File: src/design/dsse_pkg.sv
`timescale 1ns / 1ps
// ----------------------------------------------------------------------------
// dsse_pkg
// Types, constants and the segment table shared by the four-digit decimal
// seven-segment encoder.
// ----------------------------------------------------------------------------
package dsse_pkg;

	localparam int NumW   = 16;
	localparam int SegW   = 7;
	localparam int PosW   = 2;
	localparam int DigitW = 4;
	localparam int Digits = 4;

	// Reciprocal multipliers and shifts for exact truncating division
	// of any 16-bit value.
	localparam int Q1W = 13;	// number / 10   <= 6553
	localparam int Q2W = 10;	// number / 100  <= 655
	localparam int Q3W = 7;		// number / 1000 <= 65

	localparam logic [15:0] RecipTen      = 16'd52429;	// ceil(2^19 / 10)
	localparam int          ShiftTen      = 19;
	localparam logic [16:0] RecipHundred  = 17'd83887;	// ceil(2^23 / 100)
	localparam int          ShiftHundred  = 23;
	localparam logic [16:0] RecipThousand = 17'd67109;	// ceil(2^26 / 1000)
	localparam int          ShiftThousand = 26;
	localparam logic [7:0]  RecipTenSmall = 8'd205;		// ceil(2^11 / 10)
	localparam int          ShiftTenSmall = 11;

	localparam logic [SegW-1:0] SegBlank = 7'h00;
	localparam logic [PosW-1:0] LastBeat = 2'd3;
	localparam logic [PosW-1:0] PosLeft  = 2'd0;

	typedef logic [NumW-1:0]   num_t;
	typedef logic [SegW-1:0]   seg_t;
	typedef logic [PosW-1:0]   pos_t;
	typedef logic [DigitW-1:0] digit_t;

	typedef struct packed {
		num_t           number;
		logic           zero_fill;
		logic [Q1W-1:0] q1;
		logic [Q2W-1:0] q2;
		logic [Q3W-1:0] q3;
	} dsse_quot_t;

	// Patterns indexed by position: segs[0] is leftmost, segs[3] rightmost.
	typedef seg_t [Digits-1:0] dsse_segs_t;

	function automatic seg_t seg_of(input digit_t digit);
		seg_t seg;
		unique case (digit)
			4'd0:    seg = 7'h3F;
			4'd1:    seg = 7'h06;
			4'd2:    seg = 7'h5B;
			4'd3:    seg = 7'h4F;
			4'd4:    seg = 7'h66;
			4'd5:    seg = 7'h6D;
			4'd6:    seg = 7'h7D;
			4'd7:    seg = 7'h07;
			4'd8:    seg = 7'h7F;
			4'd9:    seg = 7'h6F;
			default: seg = SegBlank;
		endcase
		return seg;
	endfunction

endpackage

File: src/design/dsse_in_if.sv
`timescale 1ns / 1ps
// ----------------------------------------------------------------------------
// dsse_in_if
// Input channel: one number to display and its zero-fill flag per item.
// ----------------------------------------------------------------------------
interface dsse_in_if;
	logic           valid;
	logic           ready;
	dsse_pkg::num_t number;
	logic           zero_fill;

	modport source (output valid, output number, output zero_fill, input ready);
	modport sink   (input valid, input number, input zero_fill, output ready);
endinterface

File: src/design/dsse_out_if.sv
`timescale 1ns / 1ps
// ----------------------------------------------------------------------------
// dsse_out_if
// Output channel: one digit write (position, pattern, last flag) per item.
// ----------------------------------------------------------------------------
interface dsse_out_if;
	logic           valid;
	logic           ready;
	dsse_pkg::pos_t position;
	dsse_pkg::seg_t segments;
	logic           last;

	modport source (output valid, output position, output segments, output last,
		input ready);
	modport sink   (input valid, input position, input segments, input last,
		output ready);
endinterface

File: src/design/dsse_divide.sv
`timescale 1ns / 1ps
// ----------------------------------------------------------------------------
// dsse_divide
// Input register and quotient stage: number / 10, / 100 and / 1000 by
// reciprocal multiplication, registered.
// ----------------------------------------------------------------------------
module dsse_divide (
	input  logic                 clk,
	input  logic                 arst_n,
	dsse_in_if.sink              din,
	output logic                 quot_valid,
	input  logic                 quot_ready,
	output dsse_pkg::dsse_quot_t quot
);
	import dsse_pkg::*;

	logic       valid_s1;
	logic       ready_s1;
	num_t       number_s1;
	logic       fill_s1;
	logic       valid_s2;
	logic       ready_s2;
	dsse_quot_t quot_s2;

	logic [31:0] prod_ten;
	logic [32:0] prod_hundred;
	logic [32:0] prod_thousand;

	assign ready_s2 = !valid_s2 || quot_ready;
	assign ready_s1 = !valid_s1 || ready_s2;
	assign din.ready = ready_s1;

	assign prod_ten      = 32'(number_s1) * 32'(RecipTen);
	assign prod_hundred  = 33'(number_s1) * 33'(RecipHundred);
	assign prod_thousand = 33'(number_s1) * 33'(RecipThousand);

	always_ff @(posedge clk or negedge arst_n) begin
		if (!arst_n) begin
			valid_s1 <= 1'b0;
			valid_s2 <= 1'b0;
		end else begin
			if (ready_s1)
				valid_s1 <= din.valid;
			if (ready_s2)
				valid_s2 <= valid_s1;
		end
	end

	always_ff @(posedge clk) begin
		if (din.valid && ready_s1) begin
			number_s1 <= din.number;
			fill_s1   <= din.zero_fill;
		end
		if (valid_s1 && ready_s2) begin
			quot_s2.number    <= number_s1;
			quot_s2.zero_fill <= fill_s1;
			quot_s2.q1        <= prod_ten[ShiftTen+Q1W-1:ShiftTen];
			quot_s2.q2        <= prod_hundred[ShiftHundred+Q2W-1:ShiftHundred];
			quot_s2.q3        <= prod_thousand[ShiftThousand+Q3W-1:ShiftThousand];
		end
	end

	assign quot_valid = valid_s2;
	assign quot       = quot_s2;

endmodule

File: src/design/dsse_digits.sv
`timescale 1ns / 1ps
// ----------------------------------------------------------------------------
// dsse_digits
// Digit extraction from the quotients, segment lookup and leading-zero
// blanking.
// ----------------------------------------------------------------------------
module dsse_digits (
	input  dsse_pkg::dsse_quot_t quot,
	output dsse_pkg::dsse_segs_t segs
);
	import dsse_pkg::*;

	logic [15:0]    diff_ones;
	logic [12:0]    diff_tens;
	logic [9:0]     diff_hundreds;
	logic [14:0]    prod_small;
	logic [3:0]     q4;
	logic [6:0]     diff_thousands;
	digit_t         d_ones;
	digit_t         d_tens;
	digit_t         d_hundreds;
	digit_t         d_thousands;
	logic           blank;

	assign diff_ones      = quot.number - 16'(quot.q1) * 16'd10;
	assign diff_tens      = quot.q1 - 13'(quot.q2) * 13'd10;
	assign diff_hundreds  = quot.q2 - 10'(quot.q3) * 10'd10;
	assign prod_small     = 15'(quot.q3) * 15'(RecipTenSmall);
	assign q4             = prod_small[ShiftTenSmall+3:ShiftTenSmall];
	assign diff_thousands = quot.q3 - 7'(q4) * 7'd10;

	assign d_ones      = diff_ones[DigitW-1:0];
	assign d_tens      = diff_tens[DigitW-1:0];
	assign d_hundreds  = diff_hundreds[DigitW-1:0];
	assign d_thousands = diff_thousands[DigitW-1:0];

	assign blank = !quot.zero_fill;

	always_comb begin
		segs[3] = seg_of(d_ones);
		segs[2] = (blank && quot.q1 == '0) ? SegBlank : seg_of(d_tens);
		segs[1] = (blank && quot.q2 == '0) ? SegBlank : seg_of(d_hundreds);
		segs[0] = (blank && quot.q3 == '0) ? SegBlank : seg_of(d_thousands);
	end

endmodule

File: src/design/dsse_serializer.sv
`timescale 1ns / 1ps
// ----------------------------------------------------------------------------
// dsse_serializer
// Result register for four patterns; sends them one item per cycle when
// ready, rightmost position first, and takes the next set on the last beat.
// ----------------------------------------------------------------------------
module dsse_serializer (
	input  logic                 clk,
	input  logic                 arst_n,
	input  logic                 segs_valid,
	output logic                 segs_ready,
	input  dsse_pkg::dsse_segs_t segs,
	dsse_out_if.source           dout
);
	import dsse_pkg::*;

	logic       valid_q;
	pos_t       beat_q;
	dsse_segs_t segs_q;
	logic       at_last;
	logic       take;
	logic       load;

	assign at_last    = beat_q == LastBeat;
	assign take       = valid_q && dout.ready;
	assign segs_ready = !valid_q || (dout.ready && at_last);
	assign load       = segs_valid && segs_ready;

	always_ff @(posedge clk or negedge arst_n) begin
		if (!arst_n) begin
			valid_q <= 1'b0;
			beat_q  <= '0;
		end else if (load) begin
			valid_q <= 1'b1;
			beat_q  <= '0;
		end else if (take) begin
			if (at_last)
				valid_q <= 1'b0;
			else
				beat_q <= beat_q + 2'd1;
		end
	end

	always_ff @(posedge clk) begin
		if (load)
			segs_q <= segs;
	end

	assign dout.valid    = valid_q;
	assign dout.position = ~beat_q;
	assign dout.segments = segs_q[~beat_q];
	assign dout.last     = at_last;

	a_load_only_when_free: assert property (@(posedge clk) disable iff (!arst_n)
		load |-> (!valid_q || (dout.ready && dout.last)))
		else $error("new set loaded over undelivered digits");

	a_beat_advances: assert property (@(posedge clk) disable iff (!arst_n)
		(take && !dout.last) |=>
			(dout.valid && dout.position == $past(dout.position) - 2'd1))
		else $error("digit sequence skipped or stalled after a taken beat");

	a_drain_after_last: assert property (@(posedge clk) disable iff (!arst_n)
		(take && dout.last && !segs_valid) |=> !dout.valid)
		else $error("output still valid after final digit with nothing queued");

	a_last_is_leftmost: assert property (@(posedge clk) disable iff (!arst_n)
		(dout.valid && dout.last) |-> (dout.position == PosLeft && $past(load, 3)
			|| dout.position == PosLeft))
		else $error("last flag on a position other than leftmost");

endmodule

File: src/design/decimal_seven_segment_encoder.sv
`timescale 1ns / 1ps
// ----------------------------------------------------------------------------
// decimal_seven_segment_encoder
// Four-digit decimal seven-segment encoder with leading-zero blanking.
// ----------------------------------------------------------------------------
// Each input item is a 16-bit number and a zero-fill flag; it produces four
// output items, positions 3, 2, 1, 0 in that order, with last set on
// position 0. Values of 10000 and above show the thousands digit mod 10.
// Segment bit 0 is segment a, bit 6 segment g. The output port sets the
// rate, and the next item is accepted while the current four digits are
// still being sent. From input accept to the first digit an item passes
// the input register, the quotient register and the result register.
// ----------------------------------------------------------------------------
module decimal_seven_segment_encoder (
	input  logic        clk,
	input  logic        arst_n,
	dsse_in_if.sink     din,
	dsse_out_if.source  dout
);
	import dsse_pkg::*;

	logic       quot_valid;
	logic       quot_ready;
	dsse_quot_t quot;
	dsse_segs_t segs;

	dsse_divide u_divide (
		.clk        (clk),
		.arst_n     (arst_n),
		.din        (din),
		.quot_valid (quot_valid),
		.quot_ready (quot_ready),
		.quot       (quot)
	);

	dsse_digits u_digits (
		.quot (quot),
		.segs (segs)
	);

	dsse_serializer u_serializer (
		.clk        (clk),
		.arst_n     (arst_n),
		.segs_valid (quot_valid),
		.segs_ready (quot_ready),
		.segs       (segs),
		.dout       (dout)
	);

endmodule

File: src/flat_wrapper.sv
// flat-port wrapper written by rule: the top's interface ports become plain ports
module decimal_seven_segment_encoder_flat import dsse_pkg::*;
  (clk, arst_n, din_valid, din_number, din_zero_fill, din_ready, dout_valid, dout_position, dout_segments, dout_last, dout_ready);
  dsse_in_if din_i ();
  dsse_out_if dout_i ();
  input  logic clk;
  input  logic arst_n;
  input wire logic [$bits(din_i.valid)-1:0] din_valid;
  input wire logic [$bits(din_i.number)-1:0] din_number;
  input wire logic [$bits(din_i.zero_fill)-1:0] din_zero_fill;
  output wire logic [$bits(din_i.ready)-1:0] din_ready;
  output wire logic [$bits(dout_i.valid)-1:0] dout_valid;
  output wire logic [$bits(dout_i.position)-1:0] dout_position;
  output wire logic [$bits(dout_i.segments)-1:0] dout_segments;
  output wire logic [$bits(dout_i.last)-1:0] dout_last;
  input wire logic [$bits(dout_i.ready)-1:0] dout_ready;
  assign din_i.valid = din_valid;
  assign din_i.number = din_number;
  assign din_i.zero_fill = din_zero_fill;
  assign din_ready = din_i.ready;
  assign dout_valid = dout_i.valid;
  assign dout_position = dout_i.position;
  assign dout_segments = dout_i.segments;
  assign dout_last = dout_i.last;
  assign dout_i.ready = dout_ready;
  decimal_seven_segment_encoder u_core (.clk(clk), .arst_n(arst_n), .din(din_i), .dout(dout_i));
endmodule
File: config.mk
export PLATFORM = sky130hd
export DESIGN_NAME = decimal_seven_segment_encoder_flat
export DESIGN_NICKNAME = d
export VERILOG_FILES = /design/src/design/dsse_pkg.sv /design/src/design/dsse_in_if.sv /design/src/design/dsse_out_if.sv /design/src/design/dsse_divide.sv /design/src/design/dsse_digits.sv /design/src/design/dsse_serializer.sv /design/src/design/decimal_seven_segment_encoder.sv /design/src/flat_wrapper.sv
export SDC_FILE = /design/constraint.sdc
export NUM_CORES = 1
export LEC_CHECK = 0
export BUFFER_PORTS_ARGS = -buffer_cell sky130_fd_sc_hd__buf_2
export CAP_MARGIN = 20
export CORE_MARGIN = 3
export CORE_UTILIZATION = 45
export CTS_CLUSTER_SIZE = 14
export DETAILED_ROUTE_END_ITERATION = 10
export PLACE_DENSITY_LB_ADDON = 0.05
export SETUP_SLACK_MARGIN = 0.02
export SYNTH_ARGS = -nofsm -noshare
export SYNTH_HDL_FRONTEND = slang
export SYNTH_SLANG_ARGS = --single-unit
File: constraint.sdc
create_clock -name clk -period 6.85 [get_ports clk]
set_input_delay 0.685 -clock clk [delete_from_list [all_inputs] [get_ports clk]]
set_output_delay 0.685 -clock clk [all_outputs]
set_load 0.02 [all_outputs]
==> Yosys cells after proc, flatten, opt, wreduce, memory -nomap -nowiden <==
Memory sizes are Yosys's and may differ from the RTL's. A register that Yosys moved wholly into a read port is not among the register bits.
Cells that the tools add are included.
{ "word_totals": {"register_bits": 57, "romBits": 448, "in_bits": 21, "output_inout_bits": 12, "wordCells": 62, "memories": 4} }
{ "classes": {"addsub": 5, "mul": 8, "order_cmp": 1, "eq_ne": 2, "mux": 8, "n_bitwise": 1, "n_reduce_logical": 22} }
{ "memory_table": {"columns": ["memory", "words", "word_bits", "rd", "rd_clocked_by_memory_dff", "write_ports", "line", "rtl"], "rows": [
  ["(name not given)", 16, 7, 1, 1, 0, "dsse_pkg.sv:52", "unique case (digit)"],
  ["(name not given)", 16, 7, 1, 1, 0, "dsse_pkg.sv:52", null],
  ["(name not given)", 16, 7, 1, 1, 0, "dsse_pkg.sv:52", null],
  ["(name not given)", 16, 7, 1, 1, 0, "dsse_pkg.sv:52", null]
]} }
{ "ops": {"columns": ["operator", "count"], "rows": [
  ["$mul A16 B17 Y33 const B", 2],
  ["$mul A16 B16 Y32 const B", 1],
  ["$sub A4 B4 Y4", 4],
  ["$mul A7 B8 Y15 const B", 1],
  ["$bmux W7 S2", 1],
  ["$logic_not A13 Y1", 1],
  ["$mul A13 B3 Y3 const B", 1],
  ["$logic_not A10 Y1", 1],
  ["$mul A10 B3 Y3 const B", 1],
  ["$logic_and A1 B1 Y1", 8],
  ["$logic_not A7 Y1", 1],
  ["$mul A7 B3 Y3 const B", 1],
  ["$mux W7", 1],
  ["$mux W2", 3],
  ["$logic_not A1 Y1", 4],
  ["$mul A4 B3 Y3 const B", 1],
  ["$reduce_and A2 Y1", 2],
  ["$reduce_bool A2 Y1", 2],
  ["$logic_or A1 B1 Y1", 3],
  ["$lt A2 B3 Y1 const B", 1],
  ["$mux W1", 3],
  ["$add A2 B1 Y2 const B", 1],
  ["$eq A2 B2 Y1 const B", 1],
  ["$ne A2 B1 Y1 const B", 1],
  ["$not A2 Y2", 1]
]} }

==> Logic depth before layout (Yosys ltp) <==
Gate-level depths: netlist (run 1).
{ "logic_depth": {"ltp_word": 6, "depth_mapped": 22, "mapped_depth_nobuf": 22} }

==> Cells and area by module <==
Synthesis (run 1) repeated with hierarchy kept, for this count alone.
{ "hier_totals": {"hier_cells": 1546, "area_unflattened_um2": 16853.7} }
{ "modules_own_cells": {"columns": ["mod", "instances", "cells_per_inst", "area_per_inst_um2", "seq_area_each_um2"], "rows": [
  ["dsse_divide", 1, 1250, 13708.1, 1971.9],
  ["dsse_digits", 1, 241, 1961.9, 0.0],
  ["dsse_serializer", 1, 55, 1183.6, 915.9]
]} }

==> Least setup slack after synthesis (run 1) <==
No wires, ideal clock.
{ "synth_path": {"kind": "register -> register", "startpoint": "register u_core.u_divide.number_s1[14]", "endpoint": "register u_core.u_divide.quot_s2, in the netlist u_core.u_divide.quot[14], data pin", "setup_time_ns": 0.258, "t_arrival_ns": 5.724, "required_ns": 6.592, "path_slack_ns": 0.869, "path_stages_with_launch": 20, "path_buffers": 0, "synth_period_minus_slack_ns": 5.981, "path_cell_list": "edfxtp_1 > fa_1 > inv_1 > fa_1 > inv_1 > fa_1 > fa_1 > fa_1 > inv_1 > fa_1 > inv_1 > ha_1 > a21oi_1 > o21ai_0 > a211oi_1 > o211ai_1 > a41oi_1 > o21ai_0 > a21oi_1 > xnor2_1"} }
{ "synth_between": {"elab_chain_len": 1} }
{ "synth_lines": {"columns": ["element", "line", "rtl"], "rows": [
  ["from (decl)", "dsse_divide.sv:19", "num_t number_s1;"],
  ["from (signal assigned)", "dsse_divide.sv:51", "number_s1 <= din.number;"],
  ["$mul A16 B17 Y33", "dsse_divide.sv:34", "assign prod_hundred = 33'(number_s1) * 33'(RecipHundred);"],
  ["named net u_core.u_divide.prod_hundred[30]", "dsse_divide.sv:26", "logic [32:0] prod_hundred;"],
  ["to (decl)", "dsse_divide.sv:23", "dsse_quot_t quot_s2;"]
]} }
The timed path passes the listed nets, and every way through them passes these cells.
A chain may end at the register's enable or synchronous reset.

==> Worst setup path in the final report (run 1) <==
{ "layout_path": {"startpoint": "register u_core.u_divide.number_s1[10]", "endpoint": "register u_core.u_divide.quot_s2, in the netlist u_core.u_divide.quot[14], data pin"} }
Same word-level chain as after synthesis.

==> impl_metrics.json, run 1 <==
{
  "fin_crit_sh_pct": 92.6,
  "clkTransAtPathRegs_ns": 0.07,
  "setup_viol": 0,
  "detailedPlace.worstSlack_ns": 0.527,
  "yosys-top-cells-area": "ha_1, fa_1, edfxtp_1",
  "start_util_pct": 46.1,
  "dpl.hpwl_um": 37000,
  "setup_ws_ns": 0.504,
  "grt_max_degree": 36,
  "status": "finished, final reports clean",
  "grt-ovfl-total": 0,
  "drt-pass1-iter-count": 7,
  "wl_um": 42300,
  "filler_cell_count": 3370,
  "hp-class": "input port to asynchronous set/reset pin",
  "synth_common_cells": "inv_1, ha_1, fa_1, edfxtp_1, a21oi_1",
  "drt_iter0_drc": 397,
  "io_buffers": 32,
  "max-slew-margin-rel_pct": 35.8,
  "seq_area_um2": 2530,
  "required_ns": 6.96,
  "synth_cell_types": 58,
  "cts_made_buffers": 9,
  "viasPerCell": 5.16,
  "cp_max_fo": 8,
  "grt_util_met3_pct": 4.82,
  "die_area_um2": 39200,
  "synthToLayoutAreaGrowth_pct": 7.45,
  "crit_arrival_ns": 6.46,
  "die_x_um": 198,
  "routedWlPerCell_um": 20.2,
  "multiInputGateArea_um2": 12500,
  "drc_errors": 0,
  "hold_buffers": 0,
  "netlist_area_um2": 16600,
  "ys.flop_type": "edfxtp_1",
  "place.gp.congestion": 0.906,
  "worst_clock_skew_ns": 0.0192,
  "yosysWarnings": 0,
  "startpoint_type": "flip-flop",
  "drv_cap": 0,
  "clockBufferDepth": 2,
  "grt_setup_unrepaired": "no",
  "grt_first_pass_wirelength_um": 67800,
  "cts_resized": 0,
  "gr-usage-met2_pct": 37.3,
  "grt.total_usage_pct": 23.1,
  "slew_viol_final": 0,
  "dpl.cell_count": 2080,
  "numClockSinks": 85,
  "n_antenna_cell": 0,
  "layout-drive-gt1-share_pct": 5.93,
  "synth_top_area_share_pct": 31.3,
  "die_height_um": 198,
  "root_buffer": "clkbuf_16",
  "final_antenna_net_count": 0,
  "ys_seq_elements": 85,
  "htreeDepth": 3,
  "synth_nets": 2231,
  "coreArea_um2": 35900,
  "yosys.area.top_type": "ha_1",
  "hold_violations": 0,
  "fin_util_pct": 49.6,
  "post_cts_buffers": 0,
  "synth-edff-count": 80,
  "use_met1_pct": 32.2,
  "cts_tree": "built",
  "syn_inst": 1567,
  "postSynth.asyncResetShare_pct": 5.88,
  "synth.yosys.seq_area_share_pct": 15.3,
  "grt_pass1_vias": 11900,
  "synth.avg_cell_area_um2": 10.6,
  "synth.most_common_cell": "inv_1",
  "worstSkewPairLatency_ns": 0.37,
  "period_minus_slack_ns": 6.35,
  "grt_most_used_layer": "met2",
  "antenna_found_initial": 0,
  "fin_nets": 2294,
  "io_pins": 33,
  "path_class": "flip-flop to flip-flop",
  "tightest_slew_ns": 0.955,
  "final_cells": 2096,
  "num_vias": 10800,
  "finalSetupTns_ns": 0,
  "endpoint_kind": "flip-flop",
  "fmax_mhz": 158,
  "std_cell_rows": 69
}
==> sequential cells by signal (all words and copies together) (netlist names) <==
register                        flops
u_core.u_divide.fill_s1             1
u_core.u_divide.number_s1          16
u_core.u_divide.quot               35
u_core.u_divide.quot_valid          1
u_core.u_divide.valid_s1            1
u_core.u_serializer.beat_q          2
u_core.u_serializer.dout.valid      1
u_core.u_serializer.segs_q         28
==> layout by cell type (no fill, tap or decap), drive strengths merged, types with 5 or more instances in the layout <==
cell | Yosys | final
a211oi | 7 | 7
a21o | 26 | 26
a21oi | 63 | 63
a31oi | 11 | 11
buf | 0 | 60
clkbuf | 8 | 10
dfrtp | 5 | 5
edfxtp | 80 | 80
fa | 229 | 229
ha | 414 | 414
inv | 415 | 419
mux2i | 6 | 6
mux4 | 7 | 7
nand2 | 37 | 37
nand2b | 10 | 10
nand3 | 15 | 15
nand4 | 15 | 15
nor2 | 50 | 50
nor2b | 9 | 9
nor3 | 10 | 10
nor4 | 7 | 7
o211ai | 7 | 7
o21a | 7 | 7
o21ai | 20 | 20
o21bai | 6 | 6
o22ai | 6 | 6
or2 | 8 | 8
xnor2 | 36 | 36
xor2 | 13 | 13
==> kinds of logic (layout without fill, tap and decap cells) <==
family / after synthesis / count (layout) / share of synthesized area, %
xor+xnor: 49 / 49 / 2.64
buf+inv: 423 / 491 / 9.59
simple gates: 176 / 176 / 5.20
fa+ha+maj: 643 / 643 / 58.9
flops: 85 / 85 / 15.3
compound gates: 177 / 177 / 7.02
mux: 14 / 14 / 1.38
==> per-stage QoR <==
stage / area (µm²) / hold slack (ns)
floorplan: 16600 / 0.389
global placement: 17500 / 0.428
detailed placement: 17500 / 0.416
CTS: 17800 / 0.118
global route: 17800 / 0.121
finish: 17800 / 0.127
==> worst max-delay path, cell delays in order, from the launching register on <==
cell,delay (ns)
edfxtp_1,0.59
ha_1,0.50
inv_1,0.10
fa_1,0.53
inv_1,0.07
fa_1,0.51
fa_1,0.52
fa_1,0.57
inv_1,0.07
fa_1,0.53
inv_1,0.04
ha_1,0.32
a21oi_1,0.15
o21ai_0,0.10
a211oi_1,0.28
o211ai_1,0.25
a41oi_1,0.45
o21ai_0,0.21
a21oi_1,0.21
xnor2_1,0.08
==> area by class of cell <==
type	instances	area share (%)
Multi-Input combinational cell	1059	70.0
Sequential cell	85	14.2
Inverter	415	8.75
Tap cell	461	3.24
Timing Repair Buffer	60	2.08
Clock buffer	10	1.34
Clock inverter	6	0.422
==> layer usage <==
| metal | up-vias | wire, µm |
|---|---|---|
| met5 | - | 0 |
| met4 | 0 | 970 |
| met3 | 39 | 2150 |
| met2 | 186 | 19000 |
| met1 | 5313 | 20100 |
| li1 | 5274 | - |
==> path summary, 6_finish.rpt <==
kind                                               start                            end  slack, ns  depth (start not counted)
max in group asynchronous                         arst_n     u_core.u_divide.quot_valid       6.59                          1
min in group clk                           din_zero_fill        u_core.u_divide.fill_s1       0.48                          1
hold reg to reg                  u_core.u_divide.fill_s1       u_core.u_divide.quot[30]       0.49                          0
setup / recovery           u_core.u_divide.number_s1[10]       u_core.u_divide.quot[14]       0.50                         19
setup reg to reg           u_core.u_divide.number_s1[10]       u_core.u_divide.quot[14]       0.50                         19
hold / removal                                    arst_n  u_core.u_serializer.beat_q[1]       0.13                          1
Power of run 1 is left out: the tool's default activity adds up to more than one toggle a clock period on the data nets, which glitch-free logic cannot reach.
==> run 2, diff against run 1 <==
--- a/config.mk
+++ b/config.mk
@@ -5,8 +5,11 @@
 export SDC_FILE = /design/constraint.sdc
 export NUM_CORES = 1
 export LEC_CHECK = 0
+export ABC_AREA = 1
 export BUFFER_PORTS_ARGS = -buffer_cell sky130_fd_sc_hd__buf_2
 export CAP_MARGIN = 20
+export CELL_PAD_IN_SITES_DETAIL_PLACEMENT = 1
+export CELL_PAD_IN_SITES_GLOBAL_PLACEMENT = 1
 export CORE_MARGIN = 3
 export CORE_UTILIZATION = 45
 export CTS_CLUSTER_SIZE = 14
==> constraint.sdc (replaced) <==
create_clock -name clk -period 6.33 [get_ports clk]
set_input_delay 0.633 -clock clk [delete_from_list [all_inputs] [get_ports clk]]
set_output_delay 0.633 -clock clk [all_outputs]
set_load 0.02 [all_outputs]
==> run 2 against run 1 <==
  * Fmax is 6.1% higher
  * Critical path type unchanged
  * Non-clock buffer count rose by 5
  * Worst hold slack worse by 0.068 ns
  * Flip-flop and latch count is the same
  * Sequential share of layout area decreased by 1.3 points
  * First-iteration DRC count increased by 48%
  * Wire length up 31%
  * Highest routed layer unchanged
  * Count of clock-buffer cells in the layout increased by 1
  * Core utilization fell by 0.47 points
  * Setup slack lost 0.15 ns
  * Area after synthesis increased by 9.8%
  * Global-route usage up 3.6 points
==> impl_metrics.json, run 2 <==
{
  "status": "finished, final reports clean",
  "synthToLayoutAreaGrowth_pct": 7.43,
  "antenna_found_initial": 2,
  "die_x_um": 207,
  "path_class": "flip-flop to flip-flop",
  "max-slew-margin-rel_pct": 41.1,
  "drv_cap": 0,
  "ys.flop_type": "edfxtp_1",
  "max_stage_delay_ns": 0.71,
  "wl_um": 55300,
  "place.gp.congestion": 0.929,
  "cp_max_fo": 10,
  "finalSetupTns_ns": 0,
  "clkTransAtPathRegs_ns": 0.07,
  "grt-ovfl-total": 0,
  "crit_arrival_ns": 6.13,
  "std_cell_rows": 73,
  "synth_cell_types": 46,
  "start_util_pct": 45.7,
  "grt_max_degree": 36,
  "die_height_um": 207,
  "syn_inst": 2062,
  "crit_top_cell": "inv_1",
  "routedWlPerCell_um": 20.7,
  "fin_nets": 2800,
  "r2r_slack_ns": 0.35,
  "cp_cell_sequence": "ha_1, inv_1, fa_1, inv_1, fa_1, inv_1, fa_1, inv_1, fa_1, fa_1, ha_1, nand2_1, nor2_1, inv_1, o21ai_0, inv_1, nor2_1, nor2_1, nand3_1, nand2_1",
  "startpoint_type": "flip-flop",
  "tightest_slew_ns": 0.882,
  "postSynth.asyncResetShare_pct": 5.88,
  "synth_nets": 2726,
  "multiInputGateArea_um2": 13700,
  "n_antenna_cell": 0,
  "final_antenna_net_count": 0,
  "yosys-top-cells-area": "ha_1, fa_1, edfxtp_1",
  "grt_setup_unrepaired": "no",
  "synth.avg_cell_area_um2": 8.83,
  "hold_violations": 0,
  "yosys.area.top_type": "ha_1",
  "fmax_mhz": 167,
  "cts_made_buffers": 9,
  "slew_viol_final": 0,
  "largest_register_ffs": 35,
  "io_pins": 33,
  "io_buffers": 32,
  "worstSetupPathDepth": 20,
  "worst_clock_skew_ns": 0.0140,
  "grt_first_pass_wirelength_um": 88000,
  "grt.total_usage_pct": 26.7,
  "layout-drive-gt1-share_pct": 5.42,
  "drt-pass1-iter-count": 4,
  "critPathSlowestCell": "edfxtp_1",
  "cts_tree": "built",
  "clockBufferDepth": 2,
  "viasPerCell": 5.27,
  "synth.yosys.seq_area_share_pct": 13.9,
  "die_area_um2": 42900,
  "htreeDepth": 3,
  "num_vias": 14000,
  "mostFrequentLayoutCell": "inv_1",
  "numClockSinks": 85,
  "hold_buffers": 0,
  "seq_area_um2": 2530,
  "grt_pass1_vias": 15800,
  "worstSkewPairLatency_ns": 0.39,
  "ys_seq_elements": 85,
  "required_ns": 6.48,
  "synth.most_common_cell": "inv_1",
  "hp-class": "input port to asynchronous set/reset pin",
  "setup_viol": 0,
  "fin_crit_sh_pct": 94.5,
  "drt_iter0_drc": 588,
  "coreArea_um2": 39800,
  "r2r.worst_path.cells": 20,
  "critPathTopFamily": "adder cells",
  "synth_top_area_share_pct": 28.5,
  "root_buffer": "clkbuf_16",
  "synth-edff-count": 80,
  "drc_errors": 0,
  "dpl.hpwl_um": 49200,
  "yosysWarnings": 0,
  "period_minus_slack_ns": 5.98,
  "endpoint_kind": "flip-flop",
  "final_cell_mix": "inv_1, ha_1, nand2_1",
  "filler_cell_count": 4782,
  "cp_num_buf_inv": 6,
  "netlist_area_um2": 18200,
  "synth_common_cells": "inv_1, ha_1, nand2_1, fa_1, nor2_1"
}
==> run 2: routing by layer <==
metal	global-route usage, %	vias to the layer above	wire [µm]
met4	11.1	0	2470
met1	32.4	6950	23100
li1	-	6724	-
met2	47.8	263	27800
met3	3.62	109	1970
met5	0	-	0
==> run 2: cell type report <==
class	instances	area share (%)
flip-flops and latches	85	12.9
well taps	525	3.36
clock inverters	5	0.307
inverters	530	10.2
multi-input cells	1445	70.0
clock buffers	11	1.19
repair buffers	65	2.09
==> run 2: kinds of logic after synthesis <==
family / count (synthesis) / synth area share, %
buffers and inverters: 532 / 11.0
AND/OR/NAND/NOR: 534 / 12.7
XOR/XNOR: 28 / 1.43
flip-flops: 85 / 13.9
AO/OA/AOI/OAI: 239 / 7.32
multiplexers: 1 / 0.0550
adder cells (fa/ha/maj): 643 / 53.7
==> run 2: worst register-to-register path: cells and delay by family (launching register included) <==
family	cells	cell delay (ns)
AND/OR/NAND/NOR	6	0.68
buffers and inverters	6	0.56
flip-flops	1	0.71
AO/OA/AOI/OAI	1	0.25
adder cells (fa/ha/maj)	7	3.56
==> run 2: final timing paths <==
path,from,to
max,u_core.u_divide.number_s1[10],u_core.u_divide.quot[15]
max in group asynchronous,arst_n,u_core.u_serializer.beat_q[0]
min,arst_n,u_core.u_serializer.beat_q[1]
min in group clk,u_core.u_divide.fill_s1,u_core.u_divide.quot[30]
min reg2reg,u_core.u_divide.fill_s1,u_core.u_divide.quot[30]
max reg2reg,u_core.u_divide.number_s1[10],u_core.u_divide.quot[15]
==> run 2: repair_timing <==
| action | CTS | global route |
|---|---|---|
| setup endpoints to repair | 0 | 3 |
| resized for setup | 0 | 0 |
| buffers inserted | 0 | 4 |
==> run 2: stage by stage <==
step | std cells | hold WS, ns | cell area [µm²] | setup slack [ns] | utilization [%]
after global placement | 2646 | 0.408 | 19200 | 0.346 | 48.3
after floorplan | 2062 | 0.337 | 18200 | 1.07 | -
after CTS | 2662 | 0.0303 | 19500 | 0.207 | 49.0
after global routing | 2666 | 0.0446 | 19600 | 0.109 | 49.1
after detailed placement | 2646 | 0.418 | 19200 | 0.236 | 48.3
final | 2666 | 0.0583 | 19600 | 0.350 | 49.1
Power of run 2 is left out for the same reason.
